### src/hdl/bpa_pkg.sv
// Types and constants of the bitmap page allocator.
package bpa_pkg;

    localparam int PAGES      = 1024;
    localparam int PAGE_W     = 10;
    localparam int CNT_W      = 11;
    localparam int SHIFT_W    = 5;
    localparam int MAX_SHIFT  = 16;
    localparam int OFF_W      = 26;
    localparam int BOUND_W    = CNT_W + MAX_SHIFT;
    localparam int CFG_IDX_W  = 1;
    localparam int CFG_DATA_W = 11;

    localparam logic [SHIFT_W-1:0] RESET_SHIFT = 5'd12;
    localparam logic [CNT_W-1:0]   RESET_PAGES = 11'd1024;

    // Configuration register indexes
    localparam logic [CFG_IDX_W-1:0] CFG_PAGE_SHIFT   = 1'b0;
    localparam logic [CFG_IDX_W-1:0] CFG_PAGES_IN_USE = 1'b1;

    // Request modes
    localparam logic MODE_ALLOC = 1'b0;
    localparam logic MODE_FREE  = 1'b1;

    // Result status codes
    localparam logic [1:0] ST_OK    = 2'd0;
    localparam logic [1:0] ST_FULL  = 2'd1;
    localparam logic [1:0] ST_RANGE = 2'd2;
    localparam logic [1:0] ST_ALIGN = 2'd3;

    typedef struct packed {
        logic             mode;
        logic [OFF_W-1:0] byte_offset;
    } req_t;

    typedef struct packed {
        logic [PAGE_W-1:0] page_index;
        logic [OFF_W-1:0]  page_address;
        logic [1:0]        status;
    } rsp_t;

    typedef enum logic [2:0] {
        S_IDLE,
        S_ALLOC_RD,
        S_ALLOC_SCAN,
        S_NEXT_RD,
        S_NEXT_SCAN,
        S_FREE_CHECK,
        S_FREE_RD,
        S_FREE_COMMIT
    } state_t;

    typedef struct packed {
        logic load;
        logic alloc_scan;
        logic alloc_fail;
        logic next_scan;
        logic next_fail;
        logic free_check;
        logic free_err;
        logic free_commit;
    } dp_cmd_t;

    typedef struct packed {
        logic found;
        logic last_word;
        logic range_err;
        logic align_err;
    } dp_stat_t;

endpackage

### src/hdl/bpa_ram.sv
// Generic single-write, single-read RAM with registered read data.
module bpa_ram #(
    parameter int WIDTH = 32,
    parameter int DEPTH = 32
) (
    input  logic                     clk,
    input  logic                     we,
    input  logic [$clog2(DEPTH)-1:0] waddr,
    input  logic [WIDTH-1:0]         wdata,
    input  logic [$clog2(DEPTH)-1:0] raddr,
    output logic [WIDTH-1:0]         rdata
);

    logic [WIDTH-1:0] mem [DEPTH];
    logic [WIDTH-1:0] rdata_reg;

    always_ff @(posedge clk)
    begin
        if (we)
        begin
            mem[waddr] <= wdata;
        end
        rdata_reg <= mem[raddr];
    end

    assign rdata = rdata_reg;

endmodule

### src/hdl/bpa_datapath.sv
// Datapath: configuration, bitmap store, word scan and result registers.
module bpa_datapath #(
    parameter int WORD_BITS = 32
) (
    input  logic                                clk,
    input  logic                                rst_n,
    input  bpa_pkg::req_t                       req,
    input  logic                                cfg_write,
    input  logic [bpa_pkg::CFG_IDX_W-1:0]       cfg_index,
    input  logic [bpa_pkg::CFG_DATA_W-1:0]      cfg_data,
    input  bpa_pkg::dp_cmd_t                    cmd,
    output bpa_pkg::dp_stat_t                   stat,
    output logic                                done,
    output bpa_pkg::rsp_t                       result
);

    localparam int WB_W   = $clog2(WORD_BITS);
    localparam int NWORDS = bpa_pkg::PAGES / WORD_BITS;
    localparam int PTR_W  = bpa_pkg::PAGE_W - WB_W;

    logic [bpa_pkg::SHIFT_W-1:0] shift_cfg_reg;
    logic [bpa_pkg::CNT_W-1:0]   pages_cfg_reg;
    bpa_pkg::req_t               req_reg,        req_next;
    logic [bpa_pkg::SHIFT_W-1:0] shift_reg,      shift_next;
    logic [bpa_pkg::CNT_W-1:0]   limit_reg,      limit_next;
    logic [PTR_W-1:0]            ptr_reg,        ptr_next;
    logic [bpa_pkg::PAGE_W-1:0]  page_reg,       page_next;
    logic [bpa_pkg::PAGE_W-1:0]  first_free_reg, first_free_next;
    logic                        none_free_reg,  none_free_next;
    logic [NWORDS-1:0]           word_valid_reg, word_valid_next;
    bpa_pkg::rsp_t               rsp_reg,        rsp_next;
    logic                        done_reg,       done_next;

    logic [bpa_pkg::SHIFT_W-1:0] eff_shift;
    logic [bpa_pkg::CNT_W-1:0]   eff_limit;
    logic [bpa_pkg::CNT_W-1:0]   base;
    logic [bpa_pkg::CNT_W-1:0]   rem;
    logic                        in_word;
    logic [WORD_BITS-1:0]        limit_mask;
    logic [WORD_BITS-1:0]        rdata;
    logic [WORD_BITS-1:0]        word_data;
    logic [WORD_BITS-1:0]        scan_word;
    logic [WB_W-1:0]             zbit;
    logic                        found;
    logic [bpa_pkg::PAGE_W-1:0]  scan_page;
    logic [bpa_pkg::BOUND_W-1:0] bound;
    logic [bpa_pkg::OFF_W-1:0]   low_mask;
    logic [bpa_pkg::PAGE_W-1:0]  free_page;
    logic [bpa_pkg::OFF_W-1:0]   page_addr;
    logic                        ram_we;
    logic [WORD_BITS-1:0]        ram_wdata;

    // Clamp configuration to the supported range
    always_comb
    begin
        eff_shift = (shift_cfg_reg > bpa_pkg::SHIFT_W'(bpa_pkg::MAX_SHIFT))
                    ? bpa_pkg::SHIFT_W'(bpa_pkg::MAX_SHIFT) : shift_cfg_reg;
        if (pages_cfg_reg == '0)
        begin
            eff_limit = bpa_pkg::CNT_W'(1);
        end
        else if (pages_cfg_reg > bpa_pkg::CNT_W'(bpa_pkg::PAGES))
        begin
            eff_limit = bpa_pkg::CNT_W'(bpa_pkg::PAGES);
        end
        else
        begin
            eff_limit = pages_cfg_reg;
        end
    end

    bpa_ram #(
        .WIDTH (WORD_BITS),
        .DEPTH (NWORDS)
    ) u_bitmap (
        .clk   (clk),
        .we    (ram_we),
        .waddr (ptr_reg),
        .wdata (ram_wdata),
        .raddr (ptr_reg),
        .rdata (rdata)
    );

    // Word scan: pages at or past the limit count as busy
    always_comb
    begin
        base    = bpa_pkg::CNT_W'({ptr_reg, {WB_W{1'b0}}});
        rem     = limit_reg - base;
        in_word = limit_reg > base;
        for (int i = 0; i < WORD_BITS; i++)
        begin
            limit_mask[i] = !in_word || (bpa_pkg::CNT_W'(i) >= rem);
        end
        word_data = word_valid_reg[ptr_reg] ? rdata : '0;
        scan_word = word_data | limit_mask;
        found     = !(&scan_word);
        zbit      = '0;
        for (int i = WORD_BITS - 1; i >= 0; i--)
        begin
            if (!scan_word[i])
            begin
                zbit = WB_W'(i);
            end
        end
        scan_page = {ptr_reg, zbit};
    end

    // Free request checks
    always_comb
    begin
        bound     = bpa_pkg::BOUND_W'(limit_reg) << shift_reg;
        low_mask  = (bpa_pkg::OFF_W'(1) << shift_reg) - bpa_pkg::OFF_W'(1);
        free_page = bpa_pkg::PAGE_W'(req_reg.byte_offset >> shift_reg);
        page_addr = bpa_pkg::OFF_W'(page_reg) << shift_reg;
    end

    assign stat.found     = found;
    assign stat.last_word = (base + bpa_pkg::CNT_W'(WORD_BITS)) >= limit_reg;
    assign stat.range_err = bpa_pkg::BOUND_W'(req_reg.byte_offset) >= bound;
    assign stat.align_err = |(req_reg.byte_offset & low_mask);

    always_comb
    begin
        req_next        = req_reg;
        shift_next      = shift_reg;
        limit_next      = limit_reg;
        ptr_next        = ptr_reg;
        page_next       = page_reg;
        first_free_next = first_free_reg;
        none_free_next  = none_free_reg;
        word_valid_next = word_valid_reg;
        rsp_next        = rsp_reg;
        done_next       = 1'b0;
        ram_we          = 1'b0;
        ram_wdata       = word_data;

        if (cmd.load)
        begin
            req_next   = req;
            shift_next = eff_shift;
            limit_next = eff_limit;
            ptr_next   = none_free_reg ? '0
                         : first_free_reg[bpa_pkg::PAGE_W-1:WB_W];
        end

        if (cmd.alloc_scan)
        begin
            if (found)
            begin
                ram_we                   = 1'b1;
                ram_wdata                = word_data | (WORD_BITS'(1) << zbit);
                word_valid_next[ptr_reg] = 1'b1;
                page_next                = scan_page;
            end
            else
            begin
                ptr_next = ptr_reg + PTR_W'(1);
            end
        end

        if (cmd.alloc_fail)
        begin
            none_free_next = 1'b1;
            rsp_next       = '{page_index: '0, page_address: '0,
                               status: bpa_pkg::ST_FULL};
            done_next      = 1'b1;
        end

        if (cmd.next_scan)
        begin
            if (found)
            begin
                first_free_next = scan_page;
                none_free_next  = 1'b0;
                rsp_next        = '{page_index: page_reg, page_address: page_addr,
                                    status: bpa_pkg::ST_OK};
                done_next       = 1'b1;
            end
            else
            begin
                ptr_next = ptr_reg + PTR_W'(1);
            end
        end

        if (cmd.next_fail)
        begin
            none_free_next = 1'b1;
            rsp_next       = '{page_index: page_reg, page_address: page_addr,
                               status: bpa_pkg::ST_OK};
            done_next      = 1'b1;
        end

        if (cmd.free_check)
        begin
            page_next = free_page;
            ptr_next  = free_page[bpa_pkg::PAGE_W-1:WB_W];
        end

        if (cmd.free_err)
        begin
            rsp_next  = '{page_index: '0, page_address: '0,
                          status: stat.range_err ? bpa_pkg::ST_RANGE : bpa_pkg::ST_ALIGN};
            done_next = 1'b1;
        end

        if (cmd.free_commit)
        begin
            ram_we                   = 1'b1;
            ram_wdata                = word_data & ~(WORD_BITS'(1) << page_reg[WB_W-1:0]);
            word_valid_next[ptr_reg] = 1'b1;
            if (none_free_reg || (page_reg < first_free_reg))
            begin
                first_free_next = page_reg;
                none_free_next  = 1'b0;
            end
            rsp_next  = '{page_index: page_reg, page_address: req_reg.byte_offset,
                          status: bpa_pkg::ST_OK};
            done_next = 1'b1;
        end
    end

    always_ff @(posedge clk or negedge rst_n)
    begin
        if (!rst_n)
        begin
            shift_cfg_reg  <= bpa_pkg::RESET_SHIFT;
            pages_cfg_reg  <= bpa_pkg::RESET_PAGES;
            first_free_reg <= '0;
            none_free_reg  <= 1'b0;
            word_valid_reg <= '0;
            done_reg       <= 1'b0;
        end
        else
        begin
            if (cfg_write)
            begin
                case (cfg_index)
                    bpa_pkg::CFG_PAGE_SHIFT:   shift_cfg_reg <= cfg_data[bpa_pkg::SHIFT_W-1:0];
                    bpa_pkg::CFG_PAGES_IN_USE: pages_cfg_reg <= cfg_data;
                    default:                   ;
                endcase
            end
            first_free_reg <= first_free_next;
            none_free_reg  <= none_free_next;
            word_valid_reg <= word_valid_next;
            done_reg       <= done_next;
        end
    end

    always_ff @(posedge clk)
    begin
        req_reg   <= req_next;
        shift_reg <= shift_next;
        limit_reg <= limit_next;
        ptr_reg   <= ptr_next;
        page_reg  <= page_next;
        rsp_reg   <= rsp_next;
    end

    assign done   = done_reg;
    assign result = rsp_reg;

endmodule

### src/hdl/bpa_controller.sv
// Controller: sequences allocate and free requests over the datapath.
module bpa_controller (
    input  logic              clk,
    input  logic              rst_n,
    input  logic              start,
    input  logic              mode,
    input  bpa_pkg::dp_stat_t stat,
    output bpa_pkg::dp_cmd_t  cmd,
    output logic              busy
);

    bpa_pkg::state_t state_reg, state_next;

    always_ff @(posedge clk or negedge rst_n)
    begin
        if (!rst_n)
        begin
            state_reg <= bpa_pkg::S_IDLE;
        end
        else
        begin
            state_reg <= state_next;
        end
    end

    always_comb
    begin
        state_next = state_reg;
        cmd        = '0;
        case (state_reg)
            bpa_pkg::S_IDLE:
            begin
                if (start)
                begin
                    cmd.load   = 1'b1;
                    state_next = (mode == bpa_pkg::MODE_FREE) ? bpa_pkg::S_FREE_CHECK
                                                              : bpa_pkg::S_ALLOC_RD;
                end
            end
            bpa_pkg::S_ALLOC_RD:
            begin
                state_next = bpa_pkg::S_ALLOC_SCAN;
            end
            bpa_pkg::S_ALLOC_SCAN:
            begin
                if (stat.found)
                begin
                    cmd.alloc_scan = 1'b1;
                    state_next     = bpa_pkg::S_NEXT_RD;
                end
                else if (stat.last_word)
                begin
                    cmd.alloc_fail = 1'b1;
                    state_next     = bpa_pkg::S_IDLE;
                end
                else
                begin
                    cmd.alloc_scan = 1'b1;
                    state_next     = bpa_pkg::S_ALLOC_RD;
                end
            end
            bpa_pkg::S_NEXT_RD:
            begin
                state_next = bpa_pkg::S_NEXT_SCAN;
            end
            bpa_pkg::S_NEXT_SCAN:
            begin
                if (stat.found)
                begin
                    cmd.next_scan = 1'b1;
                    state_next    = bpa_pkg::S_IDLE;
                end
                else if (stat.last_word)
                begin
                    cmd.next_fail = 1'b1;
                    state_next    = bpa_pkg::S_IDLE;
                end
                else
                begin
                    cmd.next_scan = 1'b1;
                    state_next    = bpa_pkg::S_NEXT_RD;
                end
            end
            bpa_pkg::S_FREE_CHECK:
            begin
                if (stat.range_err || stat.align_err)
                begin
                    cmd.free_err = 1'b1;
                    state_next   = bpa_pkg::S_IDLE;
                end
                else
                begin
                    cmd.free_check = 1'b1;
                    state_next     = bpa_pkg::S_FREE_RD;
                end
            end
            bpa_pkg::S_FREE_RD:
            begin
                state_next = bpa_pkg::S_FREE_COMMIT;
            end
            bpa_pkg::S_FREE_COMMIT:
            begin
                cmd.free_commit = 1'b1;
                state_next      = bpa_pkg::S_IDLE;
            end
            default:
            begin
                state_next = bpa_pkg::S_IDLE;
            end
        endcase
    end

    assign busy = (state_reg != bpa_pkg::S_IDLE);

endmodule

### src/hdl/bitmap_page_allocator.sv
// Bitmap page allocator top level: first-fit page allocate and free.
// Allocate scans bitmap words for the first free page, then scans on for the next
//   one (both searches share the single bitmap RAM read port); a full pool ends at
//   the last word. Free checks, reads and commits; a rejected free ends at the check;
//   new requests wait for idle; done pulses for one cycle and cannot be held off.
// Reset clears per-word valid bits at once, so the bitmap reads as all free with no
//   clearing pass; configuration returns to page_shift 12 and pages_in_use 1024.
module bitmap_page_allocator #(
    parameter int WORD_BITS = 32
) (
    input  logic                               clk,
    input  logic                               rst_n,
    // request channel
    input  logic                               start,
    output logic                               busy,
    input  bpa_pkg::req_t                      req,
    // result channel
    output logic                               done,
    output bpa_pkg::rsp_t                      result,
    // configuration write channel
    input  logic                               cfg_valid,
    output logic                               cfg_ready,
    input  logic [bpa_pkg::CFG_IDX_W-1:0]      cfg_index,
    input  logic [bpa_pkg::CFG_DATA_W-1:0]     cfg_data
);

    bpa_pkg::dp_cmd_t  cmd;
    bpa_pkg::dp_stat_t stat;
    logic              ctrl_busy;

    // The user must change configuration only while idle; the block does not enforce this and accepts every transfer.
    assign cfg_ready = 1'b1;

    // Controller: walk the scan and update states and issue the datapath commands.
    bpa_controller u_ctrl (
        .clk   (clk),
        .rst_n (rst_n),
        .start (start),
        .mode  (req.mode),
        .stat  (stat),
        .cmd   (cmd),
        .busy  (ctrl_busy)
    );

    // Datapath: hold the bitmap, scan one word per read, register the result.
    bpa_datapath #(
        .WORD_BITS (WORD_BITS)
    ) u_dp (
        .clk       (clk),
        .rst_n     (rst_n),
        .req       (req),
        .cfg_write (cfg_valid && cfg_ready),
        .cfg_index (cfg_index),
        .cfg_data  (cfg_data),
        .cmd       (cmd),
        .stat      (stat),
        .done      (done),
        .result    (result)
    );

    assign busy = ctrl_busy;

endmodule

### config.mk
export PLATFORM = sky130hd
export DESIGN_NAME = bitmap_page_allocator
export DESIGN_NICKNAME = d
export VERILOG_FILES = /design/src/hdl/bpa_pkg.sv /design/src/hdl/bpa_ram.sv /design/src/hdl/bpa_datapath.sv /design/src/hdl/bpa_controller.sv /design/src/hdl/bitmap_page_allocator.sv
export SDC_FILE = /design/constraint.sdc
export NUM_CORES = 2
export LEC_CHECK = 0
export BUFFER_PORTS_ARGS = -buffer_cell sky130_fd_sc_hd__buf_2
export CORE_MARGIN = 2
export CORE_UTILIZATION = 55
export CTS_BUF_LIST = sky130_fd_sc_hd__clkbuf_8
export CTS_CLUSTER_SIZE = 20
export DETAILED_ROUTE_END_ITERATION = 8
export PLACE_DENSITY = 0.83
export SLEW_MARGIN = 30
export SYNTH_ARGS = -nofsm -noshare
export SYNTH_HDL_FRONTEND = slang
export SYNTH_SLANG_ARGS = --single-unit
### constraint.sdc
create_clock -name clk -period 9.1 [get_ports clk]
set_clock_uncertainty 0.2 [all_clocks]
set_input_delay 1.82 -clock clk [delete_from_list [all_inputs] [get_ports clk]]
set_output_delay 1.82 -clock clk [all_outputs]
set_load 0.02 [all_outputs]
==> reports/results.txt <==
Stage delay of the slowest cell on the critical path: 900 ps. For the worst setup path, the data required time is 9490 ps. The timing-limited maximum frequency came out at 142 MHz. The global-route usage over all layers is 0.292, and the register bit count reported by yosys is 1214. Measured along the x axis, the die boundary spans 309 µm.

The total power divided by cell area was 368 nW/µm². For the number of setup violations in the final report, the log shows 0. The multi-input combinational cells in the finished layout cover a total of 15200 µm². Entering global routing, the biggest net connects 101 pins. The Yosys step of the flow raised 0 warnings. For the pin with the worst max-slew slack, the measured transition is 950 ps. The sequential fraction of the synthesis area was 0.693. The number of detailed-route iterations in the first pass is 8. Data on the critical path arrives at its endpoint at 7410 ps. The cts-stage hold buffer count was 0; the fraction of post-synthesis cell area in the top cell type by area was 0.633. The register with the most flip-flops in the layout has 1024 of them. The number of different library cells used by synthesis comes to 91.

The clock insertion delay at the later pin of the skew report is 900 ps, and the number of nets in the synthesized netlist is 3108. Routability-driven placement finished with a final weighted congestion of 1.00. The run gives 184 as the CTS buffer count. The highest fanout seen on the critical path works out to 54. For this design the top-level I/O count stands at 84. The final route contains 31352 vias. The run gives 0 as the post-CTS setup buffer count.

The die covers 95300 µm². More flip-flops sit in one register than any other, and that register is u_dp.u_bitmap.mem. Counting along the longest clock path gives a buffer depth of 3. In this run the cell area measured after placement is 53500 µm². Detailed placement finished with a half-perimeter wire length of 81400 µm.

Dominant register cell in the synthesized netlist: sky130_fd_sc_hd__edfxtp_1. In this run the mean area of a mapped cell was 16.9 µm². The type of the setup path with the least slack is register to register. Number of global-route vias before repair: 30716.

The count of buffer and inverter cells on the critical path is 3. The most frequent cell on the critical path was sky130_fd_sc_hd__buf_4. The run gives 0 as the count of final hold-check violations. The tree built by TritonCTS fans out to 1214 sinks. In the routed layout, each cell is associated on average with a via count of 6.85. The tools report the effective utilization at floorplan as 0.556. The post-route minimum period works out to 7020 ps. The worst setup path is captured at a register. The kind of cell with the highest combined delay on the critical path is simple AND/OR/NAND/NOR gates.

The total area inside the core boundary comes to 91800 µm². The logs give 202000 µm for the wire length of the first global-routing pass and 57200 µm² for the post-layout instance area. The cell count after synthesis was 3013.

The proportion of synthesized flip-flops having asynchronous set or reset is 0.0519, and the routed wire length is 138000 µm. The critical path goes through inv_1 > fa_1 > nand3_1 > a21oi_1 > o2bb2ai_1 > and2_1 > nor2_1 > a211oi_1 > or4b_1 > nor4_4 > o21ai_0 > nand2_1 > buf_4 > nor2_4 > buf_4. Across the whole layout, storage elements account for 35400 µm². Yosys mapped a number of flops with a built-in enable equal to 1076. For this run, design rule violations remaining after detail routing come to 0.

TritonCTS built the clock tree. The largest individual stage delay along the critical path comes from the cell sky130_fd_sc_hd__dfxtp_4. The count of nets left with antenna violations once routing finished came out at 0. Clock-pin slew was measured on the worst setup and hold paths at 70 ps. The final layout contains 3276 nets.

After routing, the total negative slack on setup checks comes to 0 ps. The flow ran to the end, and the final reports show no timing, DRC or antenna violations. The area added between synthesis and finish was 12.0%. The worst-case IR drop observed on VDD is 0.316 mV. Ranked by total cell area, the synthesized netlist is headed by sky130_fd_sc_hd__edfxtp_1 (63%), sky130_fd_sc_hd__mux4_2 (12%), sky130_fd_sc_hd__dfrtp_1 (2.9%), sky130_fd_sc_hd__dfxtp_1 (2.9%), sky130_fd_sc_hd__a22oi_1 (2.3%). Final-report max-slew violation count: 0.

The library cell used as clock root buffer is sky130_fd_sc_hd__clkbuf_8. STA classifies the critical path startpoint as a register. The post-cts gate resize count is 0, and the average wire per standard cell is 30.2 µm.

The number of buffer cells added on primary ports works out to 82. The total standard cell area after synthesis was 51000 µm²; the deepest level of the CTS H-tree was 4. The relative slew slack came out at 0.362.

Setup repair after global routing left no endpoint under its margin. After filler insertion, the fill cell instance count of the layout stands at 6148. The post-synthesis cell type with the largest combined area was sky130_fd_sc_hd__edfxtp_1. In this run the core area contains 111 standard-cell rows. The die extent in y came out at 309 µm.

For this run the aggregate overflow at the end of global routing stands at 0. The logs give 4959 for the number of violations reported at the end of detailed-routing iteration 0 and 0 for the count of max-cap constraint violations. In this run the static leakage power is 0.0187 µW. The proportion of layout cells with a drive suffix above 1 works out to 0.248. The class of the most critical hold timing path is register to register. The initial antenna violation count is 4, and the share of the cycle needed by the critical path after routing is 0.772.
## placed cells by master, fill, tap and decap left out, drive strengths merged, types with 22 or more instances in the layout
| cell type | count |
|---|---|
| edfxtp | 1076 |
| mux4 | 271 |
| clkbuf | 198 |
| buf | 178 |
| a22oi | 157 |
| nand2 | 140 |
| inv | 132 |
| nor2 | 116 |
| o21ai | 107 |
| a21oi | 80 |
| dfxtp | 75 |
| dfrtp | 60 |
| clkinv | 59 |
| ha | 51 |
| mux2i | 49 |
| nand4 | 46 |
| o22ai | 38 |
| nor3 | 38 |
| nor2b | 37 |
| o21bai | 35 |
| nand3 | 34 |
| mux2 | 26 |
| nand2b | 23 |
| o31ai | 22 |
## metal layers
layer	GRT usage	up-vias	routed length, µm
met2	0.460	2528	65000
met3	0.0723	511	16900
li1	-	12693	-
met5	0	-	12
met1	0.384	15618	49000
met4	0.141	2	7330
## final cells by class
cell class,count,share of cell area
well taps,1243,0.0272
repair buffers,178,0.0221
clock buffers,198,0.0477
clock inverters,142,0.0135
multi-input cells,1545,0.266
flip-flops and latches,1214,0.619
diodes,2,0.0000876
inverters,58,0.00381
## worst min-delay path: stages (launching register included)
cell	delay (ps)
sky130_fd_sc_hd__dfxtp_1	300
sky130_fd_sc_hd__inv_1	60
sky130_fd_sc_hd__o21ai_2	50
## power by group
part	internal, µW	switching (µW)	total (µW)
Clock	2100	2160	4250
Combinational	2550	5260	7810
Sequential	8390	569	8960
Total	13000	7990	21000
## cell families after synthesis
kind of cell | count (synthesis) | synth area share
AO/OA/AOI/OAI | 635 | 0.0886
multiplexers | 346 | 0.135
buffers and inverters | 254 | 0.0199
other | 1 | 0.0000735
AND/OR/NAND/NOR | 505 | 0.0492
XOR/XNOR | 6 | 0.00103
adder cells (fa/ha/maj) | 52 | 0.0129
flip-flops | 1214 | 0.693
## stage by stage
stage / setup slack, ps / total power (µW) / std cells / utilization / hold WS (ps)
3_3_place_gp: 2270 / 16200 / 4226 / 0.581 / 251
4_1_cts: 2210 / 20800 / 4574 / 0.621 / 263
2_1_floorplan: 2190 / 13700 / 3013 / - / 238
6_report: 2080 / 21000 / 4580 / 0.623 / 259
3_5_place_dp: 2250 / 16600 / 4234 / 0.583 / 253
5_1_grt: 1770 / 21800 / 4580 / 0.623 / 283
## final timing paths
| path | startpoint | to | slack (ps) | cells past startpoint |
|---|---|---|---|---|
| max | u_dp.ptr_reg[1] | u_dp.u_bitmap.mem[1][1] | 2080 | 15 |
| min | u_dp.result[18] | u_dp.result[18] | 260 | 2 |
| max reg2reg | u_dp.ptr_reg[1] | u_dp.u_bitmap.mem[1][1] | 2080 | 15 |
| min reg2reg | u_dp.result[18] | u_dp.result[18] | 260 | 2 |
| max in group asynchronous | rst_n | u_dp.pages_cfg_reg[10] | 7380 | 3 |
| min in group asynchronous | rst_n | u_dp.none_free_reg | 700 | 2 |
## Yosys cell counts, drive strengths merged, types with 13 or more instances
| library cell | n |
|---|---|
| ha | 51 |
| a221o | 14 |
| dfxtp | 75 |
| mux4 | 271 |
| nand2 | 140 |
| buf | 63 |
| o21ai | 107 |
| nand3 | 34 |
| a21o | 18 |
| dfrtp | 60 |
| nor2 | 116 |
| mux2i | 49 |
| o22ai | 38 |
| nand4 | 46 |
| clkbuf | 133 |
| mux2 | 26 |
| edfxtp | 1076 |
| a22oi | 157 |
| o211ai | 20 |
| a22o | 15 |
| a21oi | 80 |
| o21bai | 35 |
| inv | 56 |
| nor3 | 38 |
| a32oi | 14 |
| nor2b | 37 |
| o21a | 19 |
| and2 | 20 |
| nand2b | 23 |
| a211oi | 14 |
| o31ai | 22 |
| a31oi | 13 |
Note: power is estimated with default switching activity, not from simulation.
